## src/rtl/olst_pkg.sv

```systemverilog
// Package for the ordered list engine: sizing constants, command and status
// codes, and the packed command and result beat types. No dependencies.
`default_nettype none

package olst_pkg;

	localparam int CAPACITY   = 16;
	localparam int VALUE_BITS = 32;

	// Field widths fixed by the interface.
	localparam int CMD_W      = 3;
	localparam int ITEM_W     = 32;
	localparam int POS_W      = 4;
	localparam int STATUS_W   = 2;
	localparam int ECOUNT_W   = 5;

	// Internal widths derived from the capacity.
	localparam int IDX_W = (CAPACITY > 1) ? $clog2(CAPACITY) : 1;
	localparam int CNT_W = $clog2(CAPACITY + 1);
	localparam int CMP_W = (CNT_W > POS_W) ? CNT_W : POS_W;

	typedef enum logic [CMD_W-1:0] {
		CMD_APPEND   = 3'd0,
		CMD_REMOVE   = 3'd1,
		CMD_READ     = 3'd2,
		CMD_CONTAINS = 3'd3,
		CMD_CLEAR    = 3'd4
	} cmd_t;

	typedef enum logic [STATUS_W-1:0] {
		ST_OK      = 2'd0,
		ST_FULL    = 2'd1,
		ST_MISSING = 2'd2
	} status_t;

	typedef struct packed {
		logic [CMD_W-1:0]  cmd;
		logic [ITEM_W-1:0] item_value;
		logic [POS_W-1:0]  position;
	} cmd_beat_t;

	typedef struct packed {
		status_t             status;
		logic [ITEM_W-1:0]   read_value;
		logic [ECOUNT_W-1:0] entry_count;
	} rsp_beat_t;

endpackage

`default_nettype wire

```

## src/rtl/olst_ram.sv

```systemverilog
// Generic single-port-write, single-port-read RAM with registered read data.
// No dependencies.
`default_nettype none

module olst_ram #(
	parameter int WIDTH = 32,
	parameter int DEPTH = 16,
	parameter int AW    = (DEPTH > 1) ? $clog2(DEPTH) : 1
) (
	input  wire logic             clk,
	input  wire logic             we,
	input  wire logic [AW-1:0]    waddr,
	input  wire logic [WIDTH-1:0] wdata,
	input  wire logic [AW-1:0]    raddr,
	output logic      [WIDTH-1:0] rdata
);

	logic [WIDTH-1:0] mem_q [DEPTH];

	always_ff @(posedge clk) begin
		if (we) begin
			mem_q[waddr] <= wdata;
		end
		rdata <= mem_q[raddr];
	end

endmodule

`default_nettype wire

```

## src/rtl/ordered_list_engine.sv

```systemverilog
// Ordered list engine top level: command sequencer, entry count and result
// register around one entry RAM. Depends on olst_pkg and olst_ram.
`default_nettype none

//  channel   | ports                 | handshake
//  ----------+-----------------------+-----------------------------------------
//  command   | start, busy, item     | beat taken when start high, busy low
//  result    | done, result          | one-cycle strobe, no back-pressure
//
// Steps: append, clear and unused codes finish in the execute state, a read
// by position then passes through a RAM read state, contains and remove scan
// with one RAM read per entry, and remove then does one read/write per entry shifted down.
// The single RAM read port and the shared equality comparator set the rate.
// Reset clears the count and the sequencer; entry storage is not cleared.
// busy is high from the cycle after accept until the result strobe; the
// result strobe never waits on the receiver.

module ordered_list_engine (
	input  wire logic                clk,
	input  wire logic                arst_n,
	input  wire logic                start,
	output logic                     busy,
	input  wire olst_pkg::cmd_beat_t item,
	output logic                     done,
	output olst_pkg::rsp_beat_t      result
);

	import olst_pkg::*;

	typedef enum logic [2:0] {
		S_IDLE,
		S_EXEC,
		S_SCAN,
		S_SHIFT,
		S_READ
	} state_t;

	state_t                state_q;
	logic [CMD_W-1:0]      cmd_q;
	logic [VALUE_BITS-1:0] val_q;
	logic [POS_W-1:0]      pos_q;
	logic [CNT_W-1:0]      count_q;
	logic [IDX_W-1:0]      idx_q;
	logic                  done_q;
	rsp_beat_t             rsp_q;

	// RAM port signals
	logic                  ram_we;
	logic [IDX_W-1:0]      ram_waddr;
	logic [VALUE_BITS-1:0] ram_wdata;
	logic [IDX_W-1:0]      ram_raddr;
	logic [VALUE_BITS-1:0] ram_rdata;

	// shared decision terms
	logic             full;
	logic             empty;
	logic             pos_ok;
	logic             hit;
	logic             last;
	logic [CNT_W-1:0] nxt;

	assign full   = (count_q >= CNT_W'(CAPACITY));
	assign empty  = (count_q == '0);
	assign pos_ok = (CMP_W'(pos_q) < CMP_W'(count_q));
	assign nxt    = CNT_W'(idx_q) + CNT_W'(1);
	// the entry whose data arrives now is the last valid one
	assign last   = (nxt >= count_q);
	// one equality comparator serves every scan step
	assign hit    = (ram_rdata == val_q);

	assign busy   = (state_q != S_IDLE);
	assign done   = done_q;
	assign result = rsp_q;

	// Drive the RAM: append writes at the tail, shift copies an entry down,
	// scan and shift fetch the next entry, execute the read position or first entry.
	always_comb begin
		ram_we    = 1'b0;
		ram_waddr = IDX_W'(count_q);
		ram_wdata = val_q;
		ram_raddr = nxt[IDX_W-1:0];
		unique case (state_q)
			S_EXEC: begin
				if (cmd_q == CMD_APPEND && !full) begin
					ram_we = 1'b1;
				end
				if (cmd_q == CMD_READ) begin
					ram_raddr = IDX_W'(pos_q);
				end else begin
					ram_raddr = '0;
				end
			end
			S_SHIFT: begin
				ram_we    = 1'b1;
				ram_waddr = idx_q - IDX_W'(1);
				ram_wdata = ram_rdata;
			end
			S_IDLE, S_SCAN, S_READ: begin
			end
			default: begin
			end
		endcase
	end

	olst_ram #(
		.WIDTH (VALUE_BITS),
		.DEPTH (CAPACITY)
	) u_ram (
		.clk   (clk),
		.we    (ram_we),
		.waddr (ram_waddr),
		.wdata (ram_wdata),
		.raddr (ram_raddr),
		.rdata (ram_rdata)
	);

	always_ff @(posedge clk or negedge arst_n) begin
		if (!arst_n) begin
			state_q <= S_IDLE;
			count_q <= '0;
			done_q  <= 1'b0;
			idx_q   <= '0;
			cmd_q   <= '0;
			val_q   <= '0;
			pos_q   <= '0;
			rsp_q   <= '0;
		end else begin
			// the strobe lasts one cycle
			done_q <= 1'b0;
			unique case (state_q)
				S_IDLE: begin
					if (start) begin
						// capture the command beat
						cmd_q   <= item.cmd;
						val_q   <= VALUE_BITS'(item.item_value);
						pos_q   <= item.position;
						state_q <= S_EXEC;
					end
				end
				S_EXEC: begin
					// default result: done, no read data
					rsp_q.status     <= ST_OK;
					rsp_q.read_value <= '0;
					if (cmd_q == CMD_APPEND) begin
						if (full) begin
							rsp_q.status      <= ST_FULL;
							rsp_q.entry_count <= ECOUNT_W'(count_q);
						end else begin
							count_q           <= count_q + CNT_W'(1);
							rsp_q.entry_count <= ECOUNT_W'(count_q + CNT_W'(1));
						end
						done_q  <= 1'b1;
						state_q <= S_IDLE;
					end else if (cmd_q == CMD_REMOVE || cmd_q == CMD_CONTAINS) begin
						rsp_q.entry_count <= ECOUNT_W'(count_q);
						if (empty) begin
							rsp_q.status <= ST_MISSING;
							done_q       <= 1'b1;
							state_q      <= S_IDLE;
						end else begin
							// first entry is being fetched
							idx_q   <= '0;
							state_q <= S_SCAN;
						end
					end else if (cmd_q == CMD_READ) begin
						rsp_q.entry_count <= ECOUNT_W'(count_q);
						if (pos_ok) begin
							state_q <= S_READ;
						end else begin
							rsp_q.status <= ST_MISSING;
							done_q       <= 1'b1;
							state_q      <= S_IDLE;
						end
					end else if (cmd_q == CMD_CLEAR) begin
						count_q           <= '0;
						rsp_q.entry_count <= '0;
						done_q            <= 1'b1;
						state_q           <= S_IDLE;
					end else begin
						// unused code: report done, list unchanged
						rsp_q.entry_count <= ECOUNT_W'(count_q);
						done_q            <= 1'b1;
						state_q           <= S_IDLE;
					end
				end
				S_SCAN: begin
					if (hit) begin
						if (cmd_q == CMD_REMOVE && !last) begin
							// start compacting from the entry after the match
							idx_q   <= nxt[IDX_W-1:0];
							state_q <= S_SHIFT;
						end else begin
							if (cmd_q == CMD_REMOVE) begin
								count_q           <= count_q - CNT_W'(1);
								rsp_q.entry_count <= ECOUNT_W'(count_q - CNT_W'(1));
							end
							done_q  <= 1'b1;
							state_q <= S_IDLE;
						end
					end else if (last) begin
						rsp_q.status <= ST_MISSING;
						done_q       <= 1'b1;
						state_q      <= S_IDLE;
					end else begin
						idx_q <= nxt[IDX_W-1:0];
					end
				end
				S_SHIFT: begin
					// entry idx_q moves down one place this cycle
					if (last) begin
						count_q           <= count_q - CNT_W'(1);
						rsp_q.entry_count <= ECOUNT_W'(count_q - CNT_W'(1));
						done_q            <= 1'b1;
						state_q           <= S_IDLE;
					end else begin
						idx_q <= nxt[IDX_W-1:0];
					end
				end
				S_READ: begin
					rsp_q.read_value <= ITEM_W'(ram_rdata);
					done_q           <= 1'b1;
					state_q          <= S_IDLE;
				end
				default: begin
					state_q <= S_IDLE;
				end
			endcase
		end
	end

	// The entry count never passes the capacity.
	a_count_bound: assert property (@(posedge clk) disable iff (!arst_n)
		count_q <= CNT_W'(CAPACITY))
		else $error("entry count above capacity");

	// A result strobe only ends a command that was in progress.
	a_done_after_busy: assert property (@(posedge clk) disable iff (!arst_n)
		done_q |-> $past(state_q != S_IDLE))
		else $error("result strobe without a command in progress");

	// An accepted command always makes the block busy next cycle.
	a_accept_busy: assert property (@(posedge clk) disable iff (!arst_n)
		(start && !busy) |=> busy)
		else $error("accepted command did not start");

	// The list storage is written only while a command runs.
	a_write_when_busy: assert property (@(posedge clk) disable iff (!arst_n)
		ram_we |-> (state_q == S_EXEC || state_q == S_SHIFT))
		else $error("entry write outside a command");

endmodule

`default_nettype wire
```

## config.mk

```make
export PLATFORM = sky130hd
export DESIGN_NAME = ordered_list_engine
export DESIGN_NICKNAME = d
export VERILOG_FILES = /design/src/rtl/olst_pkg.sv /design/src/rtl/olst_ram.sv /design/src/rtl/ordered_list_engine.sv
export SDC_FILE = /design/constraint.sdc
export NUM_CORES = 1
export LEC_CHECK = 0
export BUFFER_PORTS_ARGS = -buffer_cell sky130_fd_sc_hd__buf_2
export CAP_MARGIN = 25
export CORE_MARGIN = 1
export CORE_UTILIZATION = 40
export CTS_CLUSTER_SIZE = 40
export DETAILED_ROUTE_END_ITERATION = 6
export PLACE_DENSITY = 0.61
export SYNTH_ARGS = -nofsm -noshare
export SYNTH_HDL_FRONTEND = slang
export SYNTH_SLANG_ARGS = --single-unit
```

## constraint.sdc

```tcl
create_clock -name clk -period 3.6 [get_ports clk]
set_input_delay 0.72 -clock clk [delete_from_list [all_inputs] [get_ports clk]]
set_output_delay 0.72 -clock clk [all_outputs]
set_load 0.05 [all_outputs]
```

==> metrics <==
sequential area share after synthesis=68.1%; post-synth cell types=around 60; clock sink count=630; I/O Buffers=82; post-synthesis register bit count=630; post-synth top area share=~58%; Pleak=about 11 nW; Crit Path Category=flip-flop to flip-flop; post-DR wirelength/cell=between 20 and 30 um; CP Capture Type=flip-flop; cts bufs inserted=61; global placement routability congestion=0.920; dpl hpwl=42.1 mm; first-pass GRT wire length=between 100 and 150 mm; Die X-Extent=approximately 260 um; Die H=260 um; H-Tree Depth=2; register cell area after layout=around 18000 um2; multi-input logic area=approximately 7900 um2; async set-reset flop share out of synthesis=13.7%; setup TNS=0 ns; hold buffers post-CTS=0; Starting Density=between 40% and 50%; worst endpoint required time=3.93 ns; drt initial violations=between 2000 and 2500; Final Cycle Share=approximately 90%; internal cell power=0.0141 W; CTS tree=yes; DR vias=roughly 18000; # Post-CTS Setup Buffers=0; Flop pwr share=between 40 and 50%; synthesized instance count=2016; Avg Synthesized Cell Area=approximately 13 um2; total global routing overflow=0; Clock Latency Late Sink=0.63 ns; Clk pwr share=between 30% and 40%; clk root buf=clkbuf_16; initial antenna violation count=0; slew at the pin closest to its max-slew limit=1.04 ns; Resize count post-CTS=0; Max Clock Skew=~0.018 ns; Worst Hold Class=input pin to async pin; fin nets=approximately 2100; WL final=75.2 mm; slew margin rel.=slightly above 30%; EDFF count, synth=roughly 510; vias per cell=about 6; synthesized net count=2070; count of warnings emitted by yosys=0; layout cell share with drive strength beyond 1=~15%; DR pass1 iterations=5; Comb pwr share=about a quarter; Area contributors post-synth=edfxtp_1, dfrtp_1, a21oi_1, a221o_1, and3_1; gr usage total=between 20 and 25%; final hold violations=0; area of the mapped netlist=between 20000 and 30000 um2; largest net degree at the start of global routing=95; fin. max-slew vios=0; Layout area overhead=13.8%; status=completed; Final WS setup=0.453 ns; fill count=between 5000 and 6000; max_cap viols=0; arrival time worst endpoint=between 3 and 4 ns; RSZ-0062 raised after global routing=no; worst reg2reg setup slack=between 0.4 and 0.5 ns; die area=approximately 68000 um2; Max FO, Critical Path=19; power density cells=about 690 nW/um2; Post-synth top flop=edfxtp_1; clock-pin slew on the worst setup and hold paths=roughly 0.060 ns; diode count=0; Sw Pwr=0.00687 W; Switching Fraction=between 30% and 40%; Worst R2R Path Depth=6; reg2reg end=u_ram.mem_q[6][0]; worst flop-to-flop path startpoint=cmd_q[2]; achievable frequency=about 0.32 GHz; FP Rows=94; core box area=65900 um2; Final Setup Violations=0; min Tclk post-route=between 3 and 4 ns; Setup crit start kind=flip-flop; I/O pin count=between 80 and 90; final core utilization=~46%; worst slack, placed=between 0.4 and 0.5 ns; # DRC=0; leading area contributor after synthesis=edfxtp_1; vias in the first global route=around 17000; VDD IR max=0.396 mV; Max Buffers Root-to-Sink=3; number of routed nets with antenna violations=0
==> power by group through the flow <==
| stage | Clock [W] | Combinational, W | Sequential, W |
|---|---|---|---|
| after floorplan | 0 | 0.00359 | 0.00933 |
| after global placement | 0 | 0.00520 | 0.00945 |
| after detailed placement | 0 | 0.00532 | 0.00946 |
| after CTS | 0.00638 | 0.00533 | 0.00930 |
| after global routing | 0.00663 | 0.00579 | 0.00936 |
| final | 0.00629 | 0.00536 | 0.00933 |
==> cells in the mapped netlist (3+ instances only) <==
cell type	number
a211oi_1	4
a21oi_1	260
a221o_1	128
a22o_1	34
a22oi_1	65
a311oi_1	5
a32oi_1	5
and3_1	161
buf_1	3
buf_2	87
buf_4	4
buf_6	4
clkbuf_1	66
dfrtp_1	86
dfxtp_1	32
edfxtp_1	512
ha_1	12
inv_1	14
mux2_2	41
mux2i_1	6
nand2_1	244
nand2b_1	4
nand3_1	4
nand4_1	3
nor2_1	32
nor2b_1	4
nor3_1	10
nor4_1	9
o211a_1	3
o21a_1	3
o21ai_0	67
o21ai_1	5
o22a_1	31
xor2_1	34
==> layout by cell type (no fill, tap or decap), types with 39 or more instances in the layout <==
cell,count
dfrtp_1,86
a22oi_1,64
nand2_1,243
mux2_2,39
buf_2,81
and3_1,161
buf_4,50
a21oi_1,259
clkbuf_16,65
a221o_1,128
o21ai_0,67
edfxtp_1,512
==> sequential cells by signal, indices dropped and copies added, names as in the netlist <==
register and flops:
idx_q 4, result 39, val_q 32, state_q 3, cmd_q 3, u_ram.rdata 32, pos_q 4, u_ram.mem_q 512
done 1
==> worst max-delay path by stage <==
stage | slack, ns | startpoint | cells after the start | endpoint
2_1_floorplan | 0.24 | state_q[1] | 8 | u_ram.mem_q[10][0]
3_3_place_gp | 0.52 | state_q[1] | 8 | u_ram.mem_q[5][5]
3_5_place_dp | 0.48 | state_q[0] | 7 | u_ram.mem_q[6][30]
4_1_cts | 0.47 | cmd_q[2] | 6 | u_ram.mem_q[6][0]
5_1_grt | 0.26 | state_q[0] | 7 | u_ram.mem_q[6][0]
6_report | 0.45 | cmd_q[2] | 6 | u_ram.mem_q[6][0]
==> worst max-delay path: stages (launching register included) <==
cell	delay, ns
dfrtp_1	0.47
or3_1	0.52
nor4_1	0.56
o21a_1	0.22
a32oi_1	0.12
nor2_4	0.67
buf_4	0.30
==> per-stage QoR <==
stage | hold WS (ns) | area (um2) | cells | total power [W]
finish | 0.221 | 30400 | 2984 | 0.0210
global route | 0.285 | 30400 | 2984 | 0.0218
CTS | 0.256 | 30400 | 2984 | 0.0210
detailed placement | 0.484 | 28400 | 2868 | 0.0148
global placement | 0.483 | 28400 | 2868 | 0.0146
floorplan | 0.424 | 26700 | 2016 | 0.0129
==> kinds of logic (layout without fill, tap and decap cells) <==
| family | after synthesis | count (layout) | synth area share [%] |
|---|---|---|---|
| adders and majority gates | 12 | 12 | 0.563 |
| muxes | 48 | 48 | 2.04 |
| buffers and inverters | 178 | 282 | 3.08 |
| and+or+nand+nor | 487 | 487 | 8.97 |
| AOI/OAI and AO/OA | 625 | 625 | 16.1 |
| DFF | 630 | 630 | 68.1 |
| xor gates and xnor gates | 36 | 36 | 1.18 |
==> area by class of cell <==
cell class	instances	area share (%)
clock buffer	79	5.63
multi-input combinational	1208	26.1
sequential	630	59.8
timing repair buffer	152	3.95
clock inverter	37	0.820
tap	864	3.56
inverter	14	0.173
==> routing by layer <==
layer | global-route usage (%) | up-vias | wire length (um)
li1 | - | 7919 | -
met1 | 30.9 | 9053 | 32300
met2 | 35.8 | 804 | 35900
met3 | 2.69 | 112 | 5300
met4 | 5.95 | 0 | 1720
met5 | 0 | - | 0
Note: power is estimated with default switching activity, not from simulation.
